===== config.mk =====
export PLATFORM = sky130hd
export DESIGN_NAME = telemetry_frame_serializer
export DESIGN_NICKNAME = d
export VERILOG_FILES = /design/src/hw/rtl/tfs_pkg.sv /design/src/hw/rtl/tfs_cfg_regs.sv /design/src/hw/rtl/tfs_frame_builder.sv /design/src/hw/rtl/tfs_byte_serializer.sv /design/src/hw/rtl/telemetry_frame_serializer.sv
export SDC_FILE = /design/constraint.sdc
export NUM_CORES = 1
export LEC_CHECK = 0
export BUFFER_PORTS_ARGS = -buffer_cell sky130_fd_sc_hd__buf_4
export CAP_MARGIN = 20
export CORE_AREA = 2 2 167 169
export DETAILED_ROUTE_END_ITERATION = 12
export DIE_AREA = 0 0 169 171
export PLACE_DENSITY_LB_ADDON = 0.15
export SYNTH_ARGS = -nofsm -noshare
export SYNTH_HDL_FRONTEND = slang
export SYNTH_HIERARCHICAL = 1
export SYNTH_SLANG_ARGS = --single-unit

===== constraint.sdc =====
create_clock -name aclk -period 18.8 [get_ports aclk]
set_input_delay 2.82 -clock aclk [delete_from_list [all_inputs] [get_ports aclk]]
set_output_delay 2.82 -clock aclk [all_outputs]
set_load 0.05 [all_outputs]

===== src/hw/rtl/tfs_pkg.sv =====
// telemetry frame serializer package
// item and frame types, frame constants; no dependencies
`default_nettype none

package tfs_pkg;

    localparam int SAMPLE_COUNT    = 6;
    localparam int SAMPLE_W        = 16;
    localparam int FRAME_BYTES_MAX = 24;
    localparam int BYTE_IDX_W      = 5;

    localparam logic [7:0] FRAME_HEAD   = 8'hAA;
    localparam logic [7:0] ID_ATTITUDE  = 8'h01;
    localparam logic [7:0] ID_SENSOR    = 8'h02;
    localparam logic [7:0] LEN_ATTITUDE = 8'd12;
    localparam logic [7:0] LEN_SENSOR   = 8'd18;
    localparam int         HEADER_LEN   = 5;

    // configuration register indexes
    localparam logic REG_SOURCE = 1'b0;
    localparam logic REG_DEST   = 1'b1;

    // index of the checksum byte for each frame kind
    localparam logic [BYTE_IDX_W-1:0] LAST_ATTITUDE = BYTE_IDX_W'(17);
    localparam logic [BYTE_IDX_W-1:0] LAST_SENSOR   = BYTE_IDX_W'(23);

    typedef enum logic {
        KIND_ATTITUDE = 1'b0,
        KIND_SENSOR   = 1'b1
    } kind_t;

    typedef struct packed {
        kind_t                                 kind;
        logic [SAMPLE_COUNT-1:0][SAMPLE_W-1:0] sample;
    } item_t;

    typedef logic [FRAME_BYTES_MAX-1:0][7:0] frame_bytes_t;

    typedef struct packed {
        logic                  busy;
        logic [BYTE_IDX_W-1:0] idx;
        logic [BYTE_IDX_W-1:0] last_idx;
    } ser_status_t;

endpackage

`default_nettype wire


===== src/hw/rtl/tfs_cfg_regs.sv =====
// address registers of the telemetry frame serializer
// uses tfs_pkg
`default_nettype none

module tfs_cfg_regs
    import tfs_pkg::*;
(
    input  wire logic       aclk,
    input  wire logic       aresetn,
    input  wire logic       cfg_we,
    input  wire logic       cfg_addr,
    input  wire logic [7:0] cfg_wdata,
    output logic      [7:0] src_addr,
    output logic      [7:0] dst_addr
);

    logic [7:0] src_addr_reg;
    logic [7:0] dst_addr_reg;

    always_ff @(posedge aclk) begin
        if (!aresetn) begin
            src_addr_reg <= 8'd5;
            dst_addr_reg <= 8'd175;
        end else if (cfg_we) begin
            unique case (cfg_addr)
                REG_SOURCE: src_addr_reg <= cfg_wdata;
                REG_DEST:   dst_addr_reg <= cfg_wdata;
                default:    src_addr_reg <= src_addr_reg;
            endcase
        end
    end

    assign src_addr = src_addr_reg;
    assign dst_addr = dst_addr_reg;

endmodule

`default_nettype wire


===== src/hw/rtl/tfs_frame_builder.sv =====
// formats one item into frame bytes and adds the checksum
// combinational; uses tfs_pkg
`default_nettype none

module tfs_frame_builder
    import tfs_pkg::*;
(
    input  item_t                       item,
    input  wire logic [7:0]             src_addr,
    input  wire logic [7:0]             dst_addr,
    output frame_bytes_t                frame,
    output logic      [BYTE_IDX_W-1:0]  last_idx
);

    frame_bytes_t         body;
    logic [SAMPLE_W-1:0]  yaw_neg;
    logic [7:0]           lvl0 [32];
    logic [7:0]           lvl1 [16];
    logic [7:0]           lvl2 [8];
    logic [7:0]           lvl3 [4];
    logic [7:0]           lvl4 [2];
    logic [7:0]           sum;

    assign yaw_neg = SAMPLE_W'(16'd0 - item.sample[2]);

    always_comb begin
        body    = '0;
        body[0] = FRAME_HEAD;
        body[1] = src_addr;
        body[2] = dst_addr;
        if (item.kind == KIND_SENSOR) begin
            body[3] = ID_SENSOR;
            body[4] = LEN_SENSOR;
            for (int w = 0; w < SAMPLE_COUNT; w++) begin
                body[HEADER_LEN + 2*w]     = item.sample[w][15:8];
                body[HEADER_LEN + 2*w + 1] = item.sample[w][7:0];
            end
        end else begin
            body[3] = ID_ATTITUDE;
            body[4] = LEN_ATTITUDE;
            body[5]  = item.sample[0][15:8];
            body[6]  = item.sample[0][7:0];
            body[7]  = item.sample[1][15:8];
            body[8]  = item.sample[1][7:0];
            body[9]  = yaw_neg[15:8];
            body[10] = yaw_neg[7:0];
        end
    end

    // adder tree over frame bytes 0 to 22; the unused tail is zero
    always_comb begin
        for (int i = 0; i < 32; i++) begin
            lvl0[i] = (i < FRAME_BYTES_MAX - 1) ? body[i % FRAME_BYTES_MAX] : 8'd0;
        end
        for (int i = 0; i < 16; i++) lvl1[i] = lvl0[2*i] + lvl0[2*i+1];
        for (int i = 0; i < 8; i++)  lvl2[i] = lvl1[2*i] + lvl1[2*i+1];
        for (int i = 0; i < 4; i++)  lvl3[i] = lvl2[2*i] + lvl2[2*i+1];
        for (int i = 0; i < 2; i++)  lvl4[i] = lvl3[2*i] + lvl3[2*i+1];
        sum = lvl4[0] + lvl4[1];
    end

    always_comb begin
        frame = body;
        if (item.kind == KIND_SENSOR) begin
            last_idx = LAST_SENSOR;
        end else begin
            last_idx = LAST_ATTITUDE;
        end
        frame[last_idx] = sum;
    end

endmodule

`default_nettype wire


===== src/hw/rtl/tfs_byte_serializer.sv =====
// frame register and byte counter that emit one frame byte per transfer
// uses tfs_pkg
`default_nettype none

module tfs_byte_serializer
    import tfs_pkg::*;
(
    input  wire logic                   aclk,
    input  wire logic                   aresetn,
    input  wire logic                   load,
    input  frame_bytes_t                frame,
    input  wire logic [BYTE_IDX_W-1:0]  last_idx,
    output logic                        free,
    output logic                        m_tvalid,
    input  wire logic                   m_tready,
    output logic      [7:0]             m_tdata,
    output logic                        m_tlast,
    output ser_status_t                 status
);

    frame_bytes_t          frame_reg;
    logic [BYTE_IDX_W-1:0] last_reg;
    logic [BYTE_IDX_W-1:0] idx_reg;
    logic [BYTE_IDX_W-1:0] idx_next;
    logic                  busy_reg;
    logic                  busy_next;
    logic                  at_last;

    assign at_last = (idx_reg == last_reg);
    // free also in the cycle the checksum byte leaves, so frames follow gap-free
    assign free = !busy_reg || (m_tready && at_last);

    always_comb begin
        idx_next  = idx_reg;
        busy_next = busy_reg;
        if (load) begin
            idx_next  = '0;
            busy_next = 1'b1;
        end else if (busy_reg && m_tready) begin
            if (at_last) begin
                busy_next = 1'b0;
            end else begin
                idx_next = idx_reg + 1'b1;
            end
        end
    end

    always_ff @(posedge aclk) begin
        if (!aresetn) begin
            busy_reg <= 1'b0;
            idx_reg  <= '0;
        end else begin
            busy_reg <= busy_next;
            idx_reg  <= idx_next;
        end
    end

    always_ff @(posedge aclk) begin
        if (load) begin
            frame_reg <= frame;
            last_reg  <= last_idx;
        end
    end

    assign m_tvalid = busy_reg;
    assign m_tdata  = frame_reg[idx_reg];
    assign m_tlast  = busy_reg && at_last;

    assign status.busy     = busy_reg;
    assign status.idx      = idx_reg;
    assign status.last_idx = last_reg;

endmodule

`default_nettype wire


===== src/hw/rtl/telemetry_frame_serializer.sv =====
// telemetry frame serializer: one item in, an 18- or 24-byte frame out
// an accepted item goes through the input register, then the frame register, to its first byte
// throughput: one byte per cycle while m_tready is high, set by the byte-wide output;
//   the next item waits in the input register
// reset: aresetn synchronous active low, clears both stages, addresses go to 5 and 175
`default_nettype none

module telemetry_frame_serializer
    import tfs_pkg::*;
(
    input  wire logic        aclk,
    input  wire logic        aresetn,
    input  wire logic        s_tvalid,
    output logic             s_tready,
    input  wire logic [95:0] s_tdata,   // sample_0 .. sample_5, 16 bits each, from bit 0 up
    input  wire logic        s_tuser,   // kind
    output logic             m_tvalid,
    input  wire logic        m_tready,
    output logic      [7:0]  m_tdata,   // out_byte
    output logic             m_tlast,   // last_byte
    input  wire logic        cfg_we,
    input  wire logic        cfg_addr,
    input  wire logic [7:0]  cfg_wdata
);

    item_t                 in_item_reg;
    logic                  in_valid_reg;
    logic                  in_valid_next;
    logic                  ser_free;
    logic                  ser_load;
    logic                  s_take;
    logic [7:0]            src_addr;
    logic [7:0]            dst_addr;
    frame_bytes_t          frame;
    logic [BYTE_IDX_W-1:0] last_idx;
    ser_status_t           ser_status;

    tfs_cfg_regs u_cfg (
        .aclk      (aclk),
        .aresetn   (aresetn),
        .cfg_we    (cfg_we),
        .cfg_addr  (cfg_addr),
        .cfg_wdata (cfg_wdata),
        .src_addr  (src_addr),
        .dst_addr  (dst_addr)
    );

    assign ser_load = in_valid_reg && ser_free;
    assign s_tready = !in_valid_reg || ser_load;
    assign s_take   = s_tvalid && s_tready;

    always_comb begin
        in_valid_next = in_valid_reg;
        if (s_take) begin
            in_valid_next = 1'b1;
        end else if (ser_load) begin
            in_valid_next = 1'b0;
        end
    end

    always_ff @(posedge aclk) begin
        if (!aresetn) begin
            in_valid_reg <= 1'b0;
        end else begin
            in_valid_reg <= in_valid_next;
        end
    end

    always_ff @(posedge aclk) begin
        if (s_take) begin
            in_item_reg.kind   <= kind_t'(s_tuser);
            in_item_reg.sample <= s_tdata;
        end
    end

    tfs_frame_builder u_build (
        .item     (in_item_reg),
        .src_addr (src_addr),
        .dst_addr (dst_addr),
        .frame    (frame),
        .last_idx (last_idx)
    );

    tfs_byte_serializer u_ser (
        .aclk     (aclk),
        .aresetn  (aresetn),
        .load     (ser_load),
        .frame    (frame),
        .last_idx (last_idx),
        .free     (ser_free),
        .m_tvalid (m_tvalid),
        .m_tready (m_tready),
        .m_tdata  (m_tdata),
        .m_tlast  (m_tlast),
        .status   (ser_status)
    );

    // a waiting item starts its frame right after the previous checksum byte
    a_no_gap: assert property (@(posedge aclk) disable iff (!aresetn)
        (m_tvalid && m_tready && m_tlast && in_valid_reg) |=> m_tvalid)
        else $error("bubble between back-to-back frames");

    a_frame_len: assert property (@(posedge aclk) disable iff (!aresetn)
        ser_status.busy |-> ((ser_status.last_idx == LAST_ATTITUDE ||
                              ser_status.last_idx == LAST_SENSOR) &&
                             ser_status.idx <= ser_status.last_idx))
        else $error("byte counter outside frame");

    a_item_held: assert property (@(posedge aclk) disable iff (!aresetn)
        s_take |=> in_valid_reg)
        else $error("accepted item lost");

    a_item_started: assert property (@(posedge aclk) disable iff (!aresetn)
        ser_load |=> (m_tvalid && ser_status.idx == '0))
        else $error("loaded frame did not start at its first byte");

endmodule

`default_nettype wire

Yosys cells after proc, flatten, opt, wreduce, memory -nomap -nowiden --
Index checks and enable logic that the tools add are counted.
Storage, ports and cells: register bits 317, latch bits 0, memory bits (writable) 0, bits in read-only memories 0, output and inout port bits 11, word-level logic and storage cells 93, memories kept 0
Cells by class: add/subtract/negate cells 18, $mul 0, div/mod/pow operators 0, magnitude comparators 3, eq/ne operators 1, shift operators 0, muxes and demuxes 13, bitwise logic cells 3, reduce and logical (&&, ||, !) cells 18
Operator list (count):
- $bwmux 192 | 1
- $add 8x8->8 | 15
- $mux 64 | 1
- $mux 48 | 1
- $bmux 8 s5 | 1
- $demux 8 s5 | 1
- $mux 8 | 2
- $sub 1x16->16 const A | 1
- $lt 5x6->1 const B | 2
- $add 8x8->8 const A | 1
- $reduce_and 2->1 | 4
- $logic_and 1x1->1 | 6
- $reduce_bool 2->1 | 3
- $add 5x1->5 const B | 1
- $eq 5x5->1 | 1
- $ge 5x1->1 const B | 1
- $mux 1 | 5
- $mux 3 | 1
- $not 1->1 | 3
- $logic_not 1->1 | 2
- $logic_or 1x1->1 | 2
- $reduce_or 2->1 | 1

Longest topological paths before layout --
Gate-level depths: netlist of the first run.
depth in word-level cells 8, gate-level depth with buffers 24, depth with buffers taken out 24

Hierarchy --
The synthesis of the first run kept the hierarchy.
Modules (own cells, without submodules):
- tfs_byte_serializer | instances 1, cells an instance 437, area an instance 8054.0 µm², sequential area each 6035.8 µm²
- tfs_frame_builder | instances 1, cells an instance 495, area an instance 4281.6 µm², sequential area each 0.0 µm²
- telemetry_frame_serializer | instances 1, cells an instance 103, area an instance 2977.9 µm², sequential area each 2932.8 µm²
- tfs_cfg_regs | instances 1, cells an instance 70, area an instance 664.4 µm², sequential area each 320.3 µm²

Least setup slack after synthesis of the first run --
OpenSTA, ideal clock, no wires.
kind flip-flop to flip-flop, start reg in_item_reg[96] (netlist bit), end reg u_ser/frame_reg[191] (netlist bit), data pin, library setup time 0.255 ns, arrival time 6.160 ns, setup slack 12.385 ns, stages on the path, launching flop included 22, cells stage by stage edfxtp_1 > clkbuf_1 > buf_2 > buf_1 > nand2_1 > fa_1 > fa_1 > fa_1 > inv_1 > fa_1 > inv_1 > fa_1 > fa_1 > inv_1 > ha_1 > fa_1 > a21o_1 > a21oi_1 > o21ai_0 > xnor2_1 > xor3_1 > and2_1
RTL lines:
- start, declared | RTL line telemetry_frame_serializer.sv:26 | item_t in_item_reg;
- end signal, assigned | RTL line tfs_byte_serializer.sv:60 | frame_reg <= frame;
- end, declared | RTL line tfs_byte_serializer.sv:21 | frame_bytes_t frame_reg;

==> results of run 1 <==
worst paths after layout:
| kind | to | slack, ps | cells past startpoint |
|---|---|---|---|
| setup / recovery | u_ser/frame_reg[191]$_DFFE_PP_ | 12030 | 22 |
| hold / removal | u_ser/frame_reg[61]$_DFFE_PP_ | 460 | 0 |
| setup reg to reg | u_ser/frame_reg[191]$_DFFE_PP_ | 12030 | 22 |
| hold reg to reg | u_ser/frame_reg[61]$_DFFE_PP_ | 460 | 0 |
worst reg2reg max path, stage by stage (launching register included):
cell and delay (ps):
sky130_fd_sc_hd__edfxtp_1 450, sky130_fd_sc_hd__nor3_1 320, sky130_fd_sc_hd__and4bb_2 390, sky130_fd_sc_hd__a21oi_1 100
sky130_fd_sc_hd__xor2_1 200, sky130_fd_sc_hd__inv_1 80, sky130_fd_sc_hd__fa_1 470, sky130_fd_sc_hd__fa_1 520
sky130_fd_sc_hd__inv_1 60, sky130_fd_sc_hd__fa_1 490, sky130_fd_sc_hd__fa_1 490, sky130_fd_sc_hd__inv_1 50
sky130_fd_sc_hd__fa_1 460, sky130_fd_sc_hd__fa_1 490, sky130_fd_sc_hd__inv_1 50, sky130_fd_sc_hd__ha_1 220
sky130_fd_sc_hd__fa_1 470, sky130_fd_sc_hd__a21o_1 180, sky130_fd_sc_hd__a21oi_1 230, sky130_fd_sc_hd__o21ai_0 160
sky130_fd_sc_hd__xnor2_1 260, sky130_fd_sc_hd__xor3_1 250, sky130_fd_sc_hd__and2_1 160
per-stage QoR:
stage	utilization, %	hold slack, ps
after floorplan	-	448
after global placement	60.2	449
after detailed placement	60.2	446
after CTS	64.4	460
after global routing	64.5	482
final	64.5	463
metal layers:
layer / share of wire [%] / routed length [um] / GRT usage (%)
met5: 0 / 0 / 0
met1: 42 / 12700 / 29.8
met4: 2.7 / 833 / 7.32
met3: 5.8 / 1780 / 3.24
met2: 50 / 15100 / 36.6
final cells by class:
class	instances	area, um2
Fill cell	1952	9710
Clock inverter	12	163
Timing Repair Buffer	130	976
Inverter	124	465
Clock buffer	50	1000
Sequential cell	317	9290
Tap cell	346	433
Multi-Input combinational cell	565	5280
power groups by stage:
stage	Clock, mW	Combinational (mW)	Sequential (mW)
2_1_floorplan	0	0.950	0.919
6_report	0.691	1.22	0.910
4_1_cts	0.706	1.22	0.911
3_3_place_gp	0	1.17	0.924
3_5_place_dp	0	1.21	0.926
5_1_grt	0.734	1.36	0.915
==> summary.md, run 1 <==
The logs give 0.000193 V for the maximum vdd drop and 43.2% for the portion of total power attributed to combinational logic. The floorplan step defined a core boundary enclosing 0.0273 mm2. Aggregate routed wire length: 30,500 um. On the final layout, the worst clock skew is 20.5 ps. The via-per-instance ratio is 5.22, and the number of DRC markers after the initial detailed-route iteration is 481. The minimum clock period after layout works out to 6770 ps. Data on the critical path arrives at its endpoint at 7030 ps. For this design, the slowest cell found on the critical path is sky130_fd_sc_hd__fa_1. Once layout is done, the placed cells without fillers occupy 0.0176 mm2. Setup repair after global routing left no endpoint under its margin. Once placement completed, the tool counted placed cells totaling 1,481.

I/O pin count: 122. The cell that appears most often on the critical path is sky130_fd_sc_hd__fa_1. Layout-stage area growth over the synthesis result: 10.3%.

Setup slack closes at 12,030 ps. The net switching share of the total power works out to 32.6%. In the routed design, unresolved DRC markers number 0. Cell internal power was estimated by the tool at 1.90 mW.

Number of global-route vias before repair: 8,287. Setup violations remaining at the end of the flow were counted as 0. The number of max-cap violations is 0. After detailed routing, the average wire length per cell comes to 19.7 um.

Leaving out fill and tap cells, the most frequent cell in the layout is sky130_fd_sc_hd__edfxtp_1. The analysis attributes to net switching a power of 0.920 mW. Maximum cell stage delay along the critical path: 520 ps. In the final timing run, aggregate negative setup slack is 0 ps. The number of buffers and inverters on the critical path was 4; the weighted congestion at the end of routability-driven global placement was 0.896. In this run the remaining antenna-violating nets after routing total 0. The wire-length estimate of the detail-placed layout is 21,700 um.

The largest net degree at the start of global routing is 77, and the total global routing overflow is 0. The clock network accounts for 24.5% of the total power. In the layout the commonest cells are sky130_fd_sc_hd__edfxtp_1, sky130_fd_sc_hd__buf_4, sky130_fd_sc_hd__inv_1.

The clock latency on the worst-skew pair was 510 ps. The final cycle utilization of the critical path works out to 36.0%. The buffers inserted during post-CTS setup optimization came out at 0. The hold violation count in the final report was 0. The tools report the worst setup slack before clock tree synthesis as 12,050 ps. The die area is 0.0289 mm2, and the sequential share of power is 32.3%. Once the floorplan was initialized, standard cells occupied 58.4% of the core. The H-tree generated during clock tree synthesis spans 2 levels. The launching element of the worst setup path was in_item_reg[32]$_DFFE_PP_.

The type of the worst setup path is reg -> reg. The post-route netlist has 16.8% of its cells at a drive strength greater than 1. In this run the core area contains 61 standard-cell rows. The run gives 0 as the number of pins with negative max-slew slack in the final report. In this run the most critical hold path is launched from in_item_reg[29]$_DFFE_PP_.

The die is 169 um wide. The tightest min-delay check is of the reg -> reg type. The startpoint identified for the worst register-to-register timing path is in_item_reg[32]$_DFFE_PP_.

The flow ran to the end, and the final reports show no timing, DRC or antenna violations. The register with the most flip-flops in the layout has 192 of them. The tools report the data required time of the worst path as 19,060 ps. Once placement finished, the instance area stood at 0.0164 mm2. In the global route stage, overall resource usage came out at 21.9%. Type of element launching the critical path: a register. Synthesized area per cell: 14.5 um2. The worst relative slew slack was 32.7%; the total clock buffers created by CTS was 35. The critical path goes through nor3_1 -> and4bb_2 -> a21oi_1 -> xor2_1 -> inv_1 -> fa_1 -> fa_1 -> inv_1 -> fa_1 -> fa_1 -> inv_1 -> fa_1 -> fa_1 -> inv_1 -> ha_1 -> fa_1 -> a21o_1 -> a21oi_1 -> o21ai_0 -> xnor2_1 -> xor3_1 -> and2_1. For this run, the number of Yosys warnings is 6.

The cell area power density came out at 160 mW/mm2. For the highest attainable clock frequency, the log shows 148 MHz. In this run the static leakage power is 6.81 nW.

The run gives 1 as the number of antenna violations at the first check in global routing. The first global-routing pass estimated 46,700 um of wire. The die is 171 um tall.

The number of iterations in the first detailed-routing pass was 5; the number of port buffers was 121. The tree is rooted in a sky130_fd_sc_hd__clkbuf_16. In this run, post-CTS hold repair placed 0 buffers. The run gives 3 as the buffer levels on the longest clock path.

The maximum fanout along the worst path works out to 6. STA classifies the critical path endpoint as a register. For the gate count of the mapped netlist, the log shows 1,104. The clock drives 317 sinks. The family with the most delay on the worst path was adder cells. Gates resized during post-CTS repair numbered 0. Overall power consumption after layout is estimated at 2.82 mW. The final standard cell count with taps included and fillers excluded was 1,544. The synthesized area came out at 0.0160 mm2.

TritonCTS built the clock tree. 0 antenna diodes ended up in the layout. The routed layout has 8,064 vias. For the number of nets at the end of the flow, the log shows 1,378. After clock tree synthesis, the clock-pin slew on the worst setup and hold paths is 60 ps. At the pin with the least slew margin, the transition time is 1010 ps.
Power figures use the tool's default switching activity.
==> run 2: changes to the inputs <==
==> constraint.sdc (replaced) <==
create_clock -name aclk -period 6.45 [get_ports aclk]
set_input_delay 0.9675 -clock aclk [delete_from_list [all_inputs] [get_ports aclk]]
set_output_delay 0.9675 -clock aclk [all_outputs]
set_load 0.05 [all_outputs]
==> run 2 against run 1 <==
  * Sequential share of layout area is 0.68 points lower
  * Design area is 1.3% higher
  * Cell count is 1.1% higher
  * Register-to-register slack worse by 12000 ps
  * Total power grew to 3.1 times the previous value
  * Clock skew is 5.2 ps lower
  * Flip-flop and latch count stayed put
  * Hold slack better by 6.2 ps
  * Clock power grew to 2.9 times the previous value
  * Worst setup slack worse by 12000 ps
  * Global-route usage is 0.11 points lower
  * Sequential power grew to 2.9 times the previous value
  * Largest cell class unchanged
  * Largest power group unchanged
==> summary.md, run 2 (same netlist as run 1, synthesis figures left out) <==
The setup check on the worst reg-to-reg path leaves a slack of 40 ps. Entering global routing, the biggest net connects 89 pins. For this design the static power due to leakage is 6.93 nW. Global routing used 21.7% of the available tracks. The tools report the number of max-cap violations as 0. The logs give 1,493 for the post-placement cell count and 0.0165 mm2 for the placed instance area.

The tools report the type of element launching the critical path as a register. For this run the aggregate overflow at the end of global routing stands at 0. Fill cells in the final layout number 2,016. The run gives 558 as the number of DRC markers after the initial detailed-route iteration.

The longest clock path from root to sink contains 3 buffers. The first global-routing pass estimated 46,700 um of wire. Launch instance of the worst min-delay path: u_cfg/src_addr[5]$_SDFFE_PN0P_.

At the end of the flow, the number of nets in the layout was 1,394. The worst setup path is of the reg -> reg kind. The worst hold path terminates at u_ser/frame_reg[13]$_DFFE_PP_.

The capture instance of the worst register-to-register path is u_ser/frame_reg[191]$_DFFE_PP_. STA classifies the critical path endpoint as a register. After legalization and detailed placement, the total HPWL measured 21,900 um. The run gives 0.0273 mm2 as the core outline area. Measured along the y axis, the die boundary spans 171 um. The worst hold path was traced through 0 stages. The slew at the pin closest to its max-slew limit came out at 998 ps. After detailed routing, the number of remaining DRC violations is 0.

Once the floorplan was initialized, standard cells occupied 58.4% of the core. Data on the critical path arrives at its endpoint at 6660 ps. The hold violation count in the final report is 0.

The min-delay analysis places its worst path in the category reg -> reg. Leaving out fill and tap cells, the most frequent cells in the layout are sky130_fd_sc_hd__edfxtp_1, sky130_fd_sc_hd__buf_4, sky130_fd_sc_hd__inv_1. In this run the remaining antenna-violating nets after routing total 0. The final cycle utilization of the critical path works out to 99.3%. The register with the most flip-flops in the layout has 192 of them.

The weighted congestion at the end of routability-driven global placement was 0.837; the via count was 8,062. Counting the buffers created by CTS gives 35. Clock transition at the registers of the reported paths: 60 ps.

The maximum fanout along the worst path works out to 3. The setup clock skew after layout was 15.3 ps; the clock net sink count was 317. The number of buffers inserted by hold repair at cts came out at 0. The maximum vdd drop was 0.000596 V; the horizontal die dimension was 169 um. The I/O pin count is 122, and the number of cell instances on the worst register-to-register path is 22. Number of iterations in the first detailed-routing pass: 5.

The run gives 2 as the maximum level of the CTS H-tree. The most common cell after layout, fill and taps aside is sky130_fd_sc_hd__edfxtp_1. The fraction of final layout cells with drive strength greater than 1 was 19.6%; the average wire length per cell after detail routing was 19.4 um. Setup repair after global routing could not meet its margin everywhere. The cell area power density is 485 mW/mm2.

In this run the critical register-to-register path is launched from in_item_reg[33]$_DFFE_PP_. The total number of placement rows is 61. At the later pin of the worst-skew pair, clock insertion delay measures 510 ps. With fillers left out, the area of the finished cells amounts to 0.0178 mm2. The layout-stage area growth over the synthesis result came out at 11.7%. TritonCTS built the clock tree.

Setup violations remaining at the end of the flow were counted as 0. The count of antenna diodes in the layout came out at 0. The worst pin sits at a relative slew slack of 33.3%. For the worst setup path, the data required time is 6700 ps. The via-per-instance ratio works out to 5.16. The final layout contains routed wiring with a total length of 30,300 um. The number of global-route vias before repair was 8,338.

The run finished with clean final reports. The count of buffers added on input and output ports is 121. The run gives 156 MHz as the highest attainable clock frequency. The floorplan step defined a die boundary enclosing 0.0289 mm2. The clock tree root buffer cell is sky130_fd_sc_hd__clkbuf_16. The number of pins with negative max-slew slack in the final report is 0.

The minimum clock period after layout was 6410 ps; the number of antenna violations at the first check in global routing was 0. Leaving out filler cells and counting taps, the final layout contains 1,561.
==> run 2: cell type report <==
class	count	area, um2	share of cell area, %
Multi-Input combinational cell	565	5370	30.1
Timing Repair Buffer	146	1110	6.23
Inverter	124	465	2.61
Clock inverter	17	184	1.03
Tap cell	346	433	2.43
Sequential cell	317	9290	52.1
Clock buffer	46	990	5.55
==> run 2: worst max path at each step <==
stage,slack [ps],startpoint,depth (start not counted),to
after CTS,10,in_item_reg[33]$_DFFE_PP_,24,u_ser/frame_reg[191]$_DFFE_PP_
after detailed placement,-180,in_item_reg[33]$_DFFE_PP_,24,u_ser/frame_reg[191]$_DFFE_PP_
after floorplan,40,in_item_reg[96]$_DFFE_PP_,21,u_ser/frame_reg[191]$_DFFE_PP_
after global placement,-70,in_item_reg[32]$_DFFE_PP_,24,u_ser/frame_reg[191]$_DFFE_PP_
final,40,in_item_reg[33]$_DFFE_PP_,22,u_ser/frame_reg[191]$_DFFE_PP_
after global routing,-250,in_item_reg[33]$_DFFE_PP_,23,u_ser/frame_reg[191]$_DFFE_PP_
==> run 2: metrics by stage <==
| stage | hold slack (ps) | setup WS [ps] | power, mW | setup TNS (ps) | util (%) |
|---|---|---|---|---|---|
| final | 469 | 43.0 | 8.66 | 0 | 65.3 |
| after CTS | 474 | 14.8 | 8.34 | 0 | 65.0 |
| after floorplan | 448 | 35.4 | 5.45 | 0 | - |
| after detailed placement | 459 | -178 | 6.20 | -268 | 60.5 |
| after global placement | 455 | -66.4 | 6.16 | -66.4 | 60.5 |
| after global routing | 484 | -249 | 9.26 | -314 | 65.3 |
==> run 2: worst max-delay path: stages, from the launching register on <==
cell and delay, ps:
sky130_fd_sc_hd__edfxtp_1 400, sky130_fd_sc_hd__inv_1 70, sky130_fd_sc_hd__ha_1 170, sky130_fd_sc_hd__nand2b_1 90, sky130_fd_sc_hd__or4_4 450, sky130_fd_sc_hd__buf_4 160
sky130_fd_sc_hd__nor2_2 110, sky130_fd_sc_hd__and2_1 180, sky130_fd_sc_hd__a21oi_1 120, sky130_fd_sc_hd__xnor2_1 210, sky130_fd_sc_hd__fa_1 460, sky130_fd_sc_hd__fa_1 470
sky130_fd_sc_hd__fa_1 570, sky130_fd_sc_hd__fa_1 430, sky130_fd_sc_hd__fa_1 480, sky130_fd_sc_hd__fa_1 500, sky130_fd_sc_hd__inv_1 40, sky130_fd_sc_hd__ha_1 320
sky130_fd_sc_hd__a21oi_2 160, sky130_fd_sc_hd__o21ai_2 90, sky130_fd_sc_hd__xnor2_2 210, sky130_fd_sc_hd__xor3_1 320, sky130_fd_sc_hd__and2_1 160
==> run 2: where the power goes <==
part	total [mW]	internal (mW)	switching [mW]
clock network	2.00	1.24	0.756
logic	4.00	2.05	1.95
registers	2.66	2.59	0.0672
total	8.66	5.88	2.77
==> run 2: routing by layer <==
layer / global-route usage (%) / vias up / share of wire, %
li1: - / 3806 / -
met1: 29.8 / 4004 / 42
met3: 4.02 / 39 / 5.4
met2: 36.5 / 213 / 50
met4: 5.50 / 0 / 2.2
met5: 0 / - / 0
==> run 2: timing repair <==
item,in CTS,in global routing
endpoints found under the setup margin,2,2
buffers inserted,2,3
pin swaps,5,16
resized for setup,8,13
